## config.mk

```make
export PLATFORM = sky130hd
export DESIGN_NAME = icmp_echo_reply_rewriter_core_flat
export DESIGN_NICKNAME = d
export VERILOG_FILES = /design/src/icmpr_hdr_ram_wrap_unused.sv /design/src/icmpr_pkg.sv /design/src/icmpr_req_if.sv /design/src/icmpr_rsp_if.sv /design/src/icmpr_hdr_ram.sv /design/src/icmpr_seq.sv /design/src/icmp_echo_reply_rewriter_core.sv /design/src/flat_wrapper.sv
export SDC_FILE = /design/constraint.sdc
export NUM_CORES = 1
export LEC_CHECK = 0
export BUFFER_PORTS_ARGS = -buffer_cell sky130_fd_sc_hd__buf_2
export CAP_MARGIN = 10
export CELL_PAD_IN_SITES_DETAIL_PLACEMENT = 1
export CELL_PAD_IN_SITES_GLOBAL_PLACEMENT = 2
export CORE_MARGIN = 4
export CORE_UTILIZATION = 46
export CTS_BUF_LIST = sky130_fd_sc_hd__clkbuf_8 sky130_fd_sc_hd__clkbuf_16
export DETAILED_ROUTE_END_ITERATION = 10
export GPL_ROUTABILITY_DRIVEN = 0
export PLACE_DENSITY_LB_ADDON = 0.12
export SKIP_LAST_GASP = 1
export SLEW_MARGIN = 20
export SYNTH_ARGS = -nofsm -noshare
export SYNTH_HDL_FRONTEND = slang
export SYNTH_SLANG_ARGS = --single-unit
```

## constraint.sdc

```tcl
create_clock -name clock -period 5.45 [get_ports clock]
set_input_delay 1.635 -clock clock [delete_from_list [all_inputs] [get_ports clock]]
set_output_delay 1.635 -clock clock [all_outputs]
set_load 0.05 [all_outputs]
```

## src/icmpr_hdr_ram_wrap_unused.sv

```systemverilog
// Intentionally minimal: not instantiated elsewhere.
`timescale 1ns / 1ps

```

## src/icmpr_pkg.sv

```systemverilog
// Package for the ICMP echo reply rewriter: header geometry, verdict codes,
// the RAM request and result-load structs, and the reply byte-map functions.
// No dependencies.
`timescale 1ns / 1ps

package icmpr_pkg;

   localparam int HDR_LEN  = 42;
   localparam int ADDR_W   = $clog2(HDR_LEN);
   localparam logic [ADDR_W-1:0] LAST_IDX = ADDR_W'(HDR_LEN - 1);

   localparam logic [ADDR_W-1:0] POS_ETYPE_HI = ADDR_W'(12);
   localparam logic [ADDR_W-1:0] POS_ETYPE_LO = ADDR_W'(13);
   localparam logic [ADDR_W-1:0] POS_IP_PROTO = ADDR_W'(23);

   localparam logic [7:0] ETYPE_IPV4_HI = 8'h08;
   localparam logic [7:0] ETYPE_IPV4_LO = 8'h00;
   localparam logic [7:0] PROTO_ICMP    = 8'h01;

   localparam logic [1:0] V_DROP = 2'd0;
   localparam logic [1:0] V_PASS = 2'd1;
   localparam logic [1:0] V_TX   = 2'd2;

   typedef struct packed {
      logic              we;
      logic [ADDR_W-1:0] waddr;
      logic [7:0]        wdata;
      logic              re;
      logic [ADDR_W-1:0] raddr;
   } hdr_ram_req_type;

   typedef struct packed {
      logic       valid;
      logic [7:0] out_byte;
      logic       out_last;
      logic [1:0] verdict;
   } rsp_load_type;

   // Store address that feeds reply byte idx: MACs swap, IP addresses swap.
   function automatic logic [ADDR_W-1:0] hdr_src_addr(input logic [ADDR_W-1:0] idx,
                                                      input logic tx);
      logic [ADDR_W-1:0] a;
      a = idx;
      if (tx) begin
         if (idx inside {[0:5]}) begin
            a = idx + ADDR_W'(6);
         end else if (idx inside {[6:11]}) begin
            a = idx - ADDR_W'(6);
         end else if (idx inside {[26:29]}) begin
            a = idx + ADDR_W'(4);
         end else if (idx inside {[30:33]}) begin
            a = idx - ADDR_W'(4);
         end
      end
      return a;
   endfunction

   // Checksum, ICMP type and code bytes go out as zero in a reply.
   function automatic logic hdr_zeroed(input logic [ADDR_W-1:0] idx, input logic tx);
      return tx && (idx inside {24, 25, [34:37]});
   endfunction

endpackage

```

## src/icmpr_req_if.sv

```systemverilog
// Input channel: one frame byte per transaction with end-of-frame flag.
// No dependencies.
`timescale 1ns / 1ps

interface icmpr_req_if;
   logic       valid;
   logic       ready;
   logic [7:0] in_byte;
   logic       in_last;

   modport source (output valid, output in_byte, output in_last, input ready);
   modport sink   (input valid, input in_byte, input in_last, output ready);
endinterface

```

## src/icmpr_rsp_if.sv

```systemverilog
// Result channel: one output byte per transaction with last flag and verdict.
// No dependencies.
`timescale 1ns / 1ps

interface icmpr_rsp_if;
   logic       valid;
   logic       ready;
   logic [7:0] out_byte;
   logic       out_last;
   logic [1:0] verdict;

   modport source (output valid, output out_byte, output out_last, output verdict,
                   input ready);
   modport sink   (input valid, input out_byte, input out_last, input verdict,
                   output ready);
endinterface

```

## src/icmpr_hdr_ram.sv

```systemverilog
// Header store: 42 x 8 synchronous RAM, one write and one registered read port.
// Depends on icmpr_pkg.
`timescale 1ns / 1ps

module icmpr_hdr_ram (
   input  logic                     clock,
   input  icmpr_pkg::hdr_ram_req_type req,
   output logic [7:0]               rdata
);
   import icmpr_pkg::*;

   logic [7:0] mem_ff [HDR_LEN];
   logic [7:0] rdata_ff;

   always_ff @(posedge clock) begin
      if (req.we) begin
         mem_ff[req.waddr] <= req.wdata;
      end
      if (req.re) begin
         rdata_ff <= mem_ff[req.raddr];
      end
   end

   assign rdata = rdata_ff;
endmodule

```

## src/icmpr_seq.sv

```systemverilog
// Frame sequencer: writes the header into the store, picks the verdict,
// reads the reply burst back out through the byte map, streams the payload.
// Depends on icmpr_pkg.
`timescale 1ns / 1ps

module icmpr_seq (
   input  logic                      clock,
   input  logic                      reset,
   input  logic                      req_valid,
   input  logic [7:0]                req_in_byte,
   input  logic                      req_in_last,
   output logic                      req_ready,
   input  logic                      slot_free,
   output icmpr_pkg::hdr_ram_req_type ram_req,
   input  logic [7:0]                ram_rdata,
   output icmpr_pkg::rsp_load_type   rsp_load
);
   import icmpr_pkg::*;

   localparam logic [1:0] ST_COLLECT = 2'd0;
   localparam logic [1:0] ST_BURST   = 2'd1;
   localparam logic [1:0] ST_STREAM  = 2'd2;

   logic [1:0]        state_ff, state_in;
   logic [ADDR_W-1:0] pos_ff, pos_in;
   logic [ADDR_W-1:0] idx_ff, idx_in;
   logic              pend_ff, pend_in;
   logic [1:0]        verdict_ff, verdict_in;
   logic              last41_ff, last41_in;
   logic [2:0]        match_ff, match_in;

   logic              acc;
   logic              tx;
   logic              advance;
   logic [ADDR_W-1:0] ridx;

   assign tx        = (verdict_ff == V_TX);
   assign req_ready = ((state_ff == ST_COLLECT) || (state_ff == ST_STREAM)) && slot_free;
   assign acc       = req_valid && req_ready;
   assign advance   = (state_ff == ST_BURST) && pend_ff && slot_free;
   // the read issued alongside a load fetches the following byte
   assign ridx      = pend_ff ? idx_ff + ADDR_W'(1) : idx_ff;

   always_comb begin
      ram_req.we    = acc && (state_ff == ST_COLLECT);
      ram_req.waddr = pos_ff;
      ram_req.wdata = req_in_byte;
      ram_req.re    = (state_ff == ST_BURST) && (!pend_ff || (slot_free && idx_ff != LAST_IDX));
      ram_req.raddr = hdr_src_addr(ridx, tx);
   end

   always_comb begin
      rsp_load = '{valid: 1'b0, out_byte: 8'h00, out_last: 1'b0, verdict: V_DROP};
      state_in   = state_ff;
      pos_in     = pos_ff;
      idx_in     = idx_ff;
      verdict_in = verdict_ff;
      last41_in  = last41_ff;
      match_in   = match_ff;
      pend_in    = ram_req.re ? 1'b1 : (advance ? 1'b0 : pend_ff);

      case (state_ff)
         ST_COLLECT: begin
            if (acc) begin
               if (pos_ff == POS_ETYPE_HI) match_in[0] = (req_in_byte == ETYPE_IPV4_HI);
               if (pos_ff == POS_ETYPE_LO) match_in[1] = (req_in_byte == ETYPE_IPV4_LO);
               if (pos_ff == POS_IP_PROTO) match_in[2] = (req_in_byte == PROTO_ICMP);
               if (pos_ff == LAST_IDX) begin
                  verdict_in = (&match_ff) ? V_TX : V_PASS;
                  last41_in  = req_in_last;
                  state_in   = ST_BURST;
                  idx_in     = '0;
                  pos_in     = '0;
               end else if (req_in_last) begin
                  // short frame: single drop marker
                  rsp_load = '{valid: 1'b1, out_byte: 8'h00, out_last: 1'b1,
                               verdict: V_DROP};
                  pos_in   = '0;
               end else begin
                  pos_in = pos_ff + ADDR_W'(1);
               end
            end
         end
         ST_BURST: begin
            if (advance) begin
               rsp_load.valid    = 1'b1;
               rsp_load.out_byte = hdr_zeroed(idx_ff, tx) ? 8'h00 : ram_rdata;
               rsp_load.out_last = (idx_ff == LAST_IDX) && last41_ff;
               rsp_load.verdict  = verdict_ff;
               if (idx_ff == LAST_IDX) begin
                  state_in = last41_ff ? ST_COLLECT : ST_STREAM;
                  if (last41_ff) verdict_in = V_DROP;
               end else begin
                  idx_in = idx_ff + ADDR_W'(1);
               end
            end
         end
         ST_STREAM: begin
            if (acc) begin
               rsp_load = '{valid: 1'b1, out_byte: req_in_byte, out_last: req_in_last,
                            verdict: verdict_ff};
               if (req_in_last) begin
                  state_in   = ST_COLLECT;
                  verdict_in = V_DROP;
               end
            end
         end
         default: begin
            state_in = ST_COLLECT;
            pos_in   = '0;
         end
      endcase
   end

   always_ff @(posedge clock) begin
      if (reset) begin
         state_ff   <= ST_COLLECT;
         pos_ff     <= '0;
         idx_ff     <= '0;
         pend_ff    <= 1'b0;
         verdict_ff <= V_DROP;
         last41_ff  <= 1'b0;
      end else begin
         state_ff   <= state_in;
         pos_ff     <= pos_in;
         idx_ff     <= idx_in;
         pend_ff    <= pend_in;
         verdict_ff <= verdict_in;
         last41_ff  <= last41_in;
      end
      match_ff <= match_in;
   end
endmodule

```

## src/icmp_echo_reply_rewriter_core.sv

```systemverilog
// ICMP echo reply rewriter: takes an Ethernet frame one byte per transaction,
// holds the first 42 bytes in a header RAM and answers IPv4/ICMP frames with
// a rewritten reply header (MACs and IP addresses swapped, checksums, ICMP
// type and code zeroed), other frames pass unchanged and frames shorter than
// 42 bytes give a single drop marker. Header bytes and payload bytes are
// taken at one per cycle while the output register is free. After byte 41
// the input stalls while the 42-byte header burst is read back from the
// RAM, one byte per cycle without output back-pressure. Results go through
// a one-entry output register; input is held off while a result waits to
// be taken.
// Depends on icmpr_pkg, icmpr_req_if, icmpr_rsp_if, icmpr_hdr_ram, icmpr_seq.
`timescale 1ns / 1ps

module icmp_echo_reply_rewriter_core (
   input logic          clock,
   input logic          reset,
   icmpr_req_if.sink    req,
   icmpr_rsp_if.source  rsp
);
   import icmpr_pkg::*;

   hdr_ram_req_type ram_req;
   rsp_load_type    rsp_load;
   logic [7:0]      ram_rdata;
   logic            slot_free;

   logic            out_v_ff, out_v_in;
   logic [7:0]      out_byte_ff;
   logic            out_last_ff;
   logic [1:0]      out_verdict_ff;

   assign slot_free = !out_v_ff || rsp.ready;

   icmpr_seq u_seq (
      .clock       (clock),
      .reset       (reset),
      .req_valid   (req.valid),
      .req_in_byte (req.in_byte),
      .req_in_last (req.in_last),
      .req_ready   (req.ready),
      .slot_free   (slot_free),
      .ram_req     (ram_req),
      .ram_rdata   (ram_rdata),
      .rsp_load    (rsp_load)
   );

   icmpr_hdr_ram u_hdr_ram (
      .clock (clock),
      .req   (ram_req),
      .rdata (ram_rdata)
   );

   assign out_v_in = rsp_load.valid ? 1'b1 : (rsp.ready ? 1'b0 : out_v_ff);

   always_ff @(posedge clock) begin
      if (reset) begin
         out_v_ff <= 1'b0;
      end else begin
         out_v_ff <= out_v_in;
      end
      if (rsp_load.valid) begin
         out_byte_ff    <= rsp_load.out_byte;
         out_last_ff    <= rsp_load.out_last;
         out_verdict_ff <= rsp_load.verdict;
      end
   end

   assign rsp.valid    = out_v_ff;
   assign rsp.out_byte = out_byte_ff;
   assign rsp.out_last = out_last_ff;
   assign rsp.verdict  = out_verdict_ff;

   // never overwrite a result that is still waiting
   a_no_overwrite: assert property (@(posedge clock) disable iff (reset)
      (out_v_ff && !rsp.ready) |-> !rsp_load.valid)
      else $error("result load while output register is stalled");

   // drop marker is always a lone zero byte that ends the frame
   a_drop_marker: assert property (@(posedge clock) disable iff (reset)
      (rsp.valid && rsp.verdict == V_DROP) |-> (rsp.out_last && rsp.out_byte == 8'h00))
      else $error("malformed drop marker");

   // header capture and burst readout never overlap
   a_no_rw_overlap: assert property (@(posedge clock) disable iff (reset)
      ram_req.we |-> !ram_req.re)
      else $error("header RAM written during burst readout");

   // input is held off until the burst read pipeline is idle
   a_no_accept_in_burst: assert property (@(posedge clock) disable iff (reset)
      ram_req.re |-> !req.ready)
      else $error("input accepted during header burst");
endmodule

```

## src/flat_wrapper.sv

```systemverilog
// flat-port wrapper written by rule: the top's interface ports become plain ports
module icmp_echo_reply_rewriter_core_flat import icmpr_pkg::*;
  (clock, reset, req_valid, req_in_byte, req_in_last, req_ready, rsp_valid, rsp_out_byte, rsp_out_last, rsp_verdict, rsp_ready);
  icmpr_req_if req_i ();
  icmpr_rsp_if rsp_i ();
  input logic clock;
  input logic reset;
  input wire logic [$bits(req_i.valid)-1:0] req_valid;
  input wire logic [$bits(req_i.in_byte)-1:0] req_in_byte;
  input wire logic [$bits(req_i.in_last)-1:0] req_in_last;
  output wire logic [$bits(req_i.ready)-1:0] req_ready;
  output wire logic [$bits(rsp_i.valid)-1:0] rsp_valid;
  output wire logic [$bits(rsp_i.out_byte)-1:0] rsp_out_byte;
  output wire logic [$bits(rsp_i.out_last)-1:0] rsp_out_last;
  output wire logic [$bits(rsp_i.verdict)-1:0] rsp_verdict;
  input wire logic [$bits(rsp_i.ready)-1:0] rsp_ready;
  assign req_i.valid = req_valid;
  assign req_i.in_byte = req_in_byte;
  assign req_i.in_last = req_in_last;
  assign req_ready = req_i.ready;
  assign rsp_valid = rsp_i.valid;
  assign rsp_out_byte = rsp_i.out_byte;
  assign rsp_out_last = rsp_i.out_last;
  assign rsp_verdict = rsp_i.verdict;
  assign rsp_i.ready = rsp_ready;
  icmp_echo_reply_rewriter_core u_core (.clock(clock), .reset(reset), .req(req_i), .rsp(rsp_i));
endmodule
```

==> results.md <==
* HPWL after detailed placement at 34.4 mm
* Clock Sinks at 377
* Clock tree root buffer cell: sky130_fd_sc_hd__clkbuf_16
* Height of the die at 202 µm
* Maximum fanout encountered on the critical timing path at 27
* Total DRC errors in the routed layout at 0
* Most used flip-flop cell after synthesis: sky130_fd_sc_hd__edfxtp_1
* Area inside the core boundary at 36900 µm²
* Number of port buffers at 25
* Post-layout instance count excluding filler cells at 1839
* Result of the run: finished clean
* Wire length of the first global-routing pass at 77.8 mm
* Overall die area at 40700 µm²
* Post-CTS setup buffers at 0
* Max capacitance violation total at 0
* Leakage at 0.00668 µW
* Top cells by instance count after synthesis: 358 x sky130_fd_sc_hd__edfxtp_1, 146 x sky130_fd_sc_hd__nor2_1, 116 x sky130_fd_sc_hd__nand2_1
* Share of post-route cells with drive strength above 1 at 0.170
* Hold crit path type: flop to flop
* Vias in the first global route at 11600
* Number of buffers inserted during clock tree synthesis at 42
* Data arrival time of the worst path at 5.26 ns
* Number of antenna violations at the first check in global routing at 0
* Register clock-pin slew on the reported worst setup and hold paths at 0.06 ns
* Share of synthesized area occupied by flip-flops and latches at 0.644
* Count of unique library cells instantiated by Yosys at 79
* Starting utilization of the core area at 0.469
* Total count of max-transition violations in the final report at 0
* Synth Cell Area at 17300 µm²
* Die span in x at 202 µm
* Post-synthesis net count at 1293
* Final antenna-violating net count at 0
* Number of buffers between clock root and the deepest sink at 3
* Total power divided by cell area at 351 nW/µm²
* Mapped Cells at 1266
* Starting DRT DRC Count at 963
* Hold_buf cts at 0
* Most common cell in the synthesized netlist: sky130_fd_sc_hd__edfxtp_1
* CP endpoint kind: flop
* Clock tree from TritonCTS: yes
* Synth top area cells: sky130_fd_sc_hd__edfxtp_1 62%, sky130_fd_sc_hd__mux4_2 4.7%, sky130_fd_sc_hd__nor2_1 3.2%, sky130_fd_sc_hd__nand2_1 2.5%, sky130_fd_sc_hd__dfxtp_1 2.2%
* Maximum number of pins on one net before global-route repair at 86
* Start point of the critical path: u_core.u_seq.idx_ff[0]
* Number of enable-type register cells in the synthesized netlist at 358
* Proportion of netlist area held by the largest area contributor at 0.622
* DR pass1 iterations at 5
* Source of the worst register-to-register timing path: u_core.u_seq.idx_ff[0]
* Clock latency reported for the late side of the worst-skew pair at 0.59 ns
* Number of rows created at floorplan at 70
* Post-synth ARST share at 0
* Global route overflow at 0
* Total Routing Usage GR at 0.256
* Unrepaired setup endpoints after global routing: no
* Maximum VDD drop at 260 µV
* Layout area overhead at 12.8%
* Synthesis warning total at 0
* Synthesized flop and latch total at 377
* Final clock skew at 0.0276 ns
* Nets at 1332
* Routed wirelength normalized by instance count at 28.5 µm
* Final-report setup violation count at 0
* Number of levels the H-tree was split into at 2
* Total placed cells including tap cells at 1765
* Min Clock Period, post-route at 4.85 ns
* Upper clock frequency limit at 206 MHz
* Number of gates given a new drive strength after cts at 0
* Worst Tran Pin Value at 1.10 ns
* Diode insertion count for antenna repair at 0
* Syn avg cell area at 13.6 µm²
* Max-slew headroom at 0.263
* Avg Vias per Cell at 6.23
* Final worst-path cycle share at 0.889
* Hold violation total from the final report at 0
* Critical Setup Path Class: flop to flop
* Setup TNS after final layout at 0 ns
* Nature of the critical path startpoint: flop
* Hold path startpoint: u_core.u_seq.last41_ff
* Data required time of the critical path at 5.86 ns
* Number of primary I/O pins at 26
* Top cell type by total area after synthesis: sky130_fd_sc_hd__edfxtp_1
* Wire length after detailed routing at 52.3 mm
* Vias after detailed routing at 11500
* Post-Route Utilization at 0.528
placed cells by master, fill, tap and decap left out, types with 25 or more instances in the layout:
| cell | synthesis | routed |
|---|---|---|
| sky130_fd_sc_hd__nor2_1 | 146 | 145 |
| sky130_fd_sc_hd__buf_2 | 23 | 25 |
| sky130_fd_sc_hd__inv_1 | 22 | 32 |
| sky130_fd_sc_hd__a21oi_1 | 38 | 38 |
| sky130_fd_sc_hd__mux2i_1 | 36 | 36 |
| sky130_fd_sc_hd__edfxtp_1 | 358 | 358 |
| sky130_fd_sc_hd__buf_4 | 4 | 41 |
| sky130_fd_sc_hd__mux4_2 | 36 | 36 |
| sky130_fd_sc_hd__clkbuf_16 | 0 | 43 |
| sky130_fd_sc_hd__nand2_1 | 116 | 115 |
| sky130_fd_sc_hd__o21ai_0 | 38 | 38 |
| sky130_fd_sc_hd__o22ai_1 | 40 | 40 |
path summary, 6_finish.rpt:
| check | cells past startpoint | slack, ns | endpoint |
|---|---|---|---|
| min reg2reg | 2 | 0.56 | u_core.u_seq.last41_ff |
| max reg2reg | 12 | 0.60 | u_core.u_hdr_ram.rdata[7] |
| min | 2 | 0.56 | u_core.u_seq.last41_ff |
| max | 12 | 0.60 | u_core.u_hdr_ram.rdata[7] |
report_power, final:
group / switching, µW / internal, µW
Sequential: 22.1 / 3210
Clock: 1200 / 1700
Combinational: 472 / 237
registers in the layout (all words and copies together) (netlist names), 2 cells and up:
name,flops
u_core.rsp.verdict,2
u_core.u_seq.match_ff,3
u_core.u_seq.state_ff,2
u_core.u_seq.pos_ff,6
u_core.u_seq.verdict_ff,2
u_core.rsp.out_byte,8
u_core.u_seq.idx_ff,6
u_core.u_hdr_ram.mem_ff,336
u_core.u_hdr_ram.rdata,8
cell families (layout without fill, tap and decap cells):
logic type	Yosys count	after routing	synth area share
DFF	377	377	0.644
and+or+nand+nor	371	371	0.0986
AOI/OAI and AO/OA	292	292	0.127
muxes	101	101	0.0869
buffers and inverters	98	167	0.0251
adders and majority gates	14	14	0.0101
xor gates and xnor gates	13	13	0.00789
cell type report:
class                           instances  area (µm²)
Clock buffer                           44        1090
Clock inverter                         30         314
Fill cell                            3589       17400
Inverter                               25        93.8
Multi-Input combinational cell        791        5750
Sequential cell                       377       11100
Tap cell                              504         631
Timing Repair Buffer                   68         473
worst max-delay path: stages, from the launching register on:
cell and delay, ns:
sky130_fd_sc_hd__dfxtp_1 0.71, sky130_fd_sc_hd__inv_1 0.21, sky130_fd_sc_hd__ha_1 0.42, sky130_fd_sc_hd__mux2_1 0.35, sky130_fd_sc_hd__buf_4 0.27, sky130_fd_sc_hd__inv_2 0.36
sky130_fd_sc_hd__a31oi_1 0.14, sky130_fd_sc_hd__o32ai_1 0.25, sky130_fd_sc_hd__a31oi_1 0.12, sky130_fd_sc_hd__o221a_2 0.42, sky130_fd_sc_hd__nor2_2 0.67, sky130_fd_sc_hd__o221ai_1 0.46
sky130_fd_sc_hd__a22oi_1 0.28
per-stage QoR:
step | instance area, µm² | power (µW) | hold WS (ns) | setup WS, ns
after floorplan | 17300 | 3730 | 0.456 | 1.33
after global placement | 18100 | 3990 | 0.521 | 0.331
after detailed placement | 18100 | 4000 | 0.539 | 0.680
after CTS | 19500 | 6890 | 0.548 | 0.682
after global routing | 19500 | 7080 | 0.582 | 0.401
final | 19500 | 6840 | 0.556 | 0.603
metal layers:
layer  track usage  vias to the layer above  part of all wire
li1              -                     5080                 -
met1         0.366                     5915              0.45
met3        0.0395                      105             0.055
met4        0.0840                        0             0.031
met5             0                        -                 0
met2         0.405                      354              0.47
No activity file was read; power rests on OpenSTA's default activity.
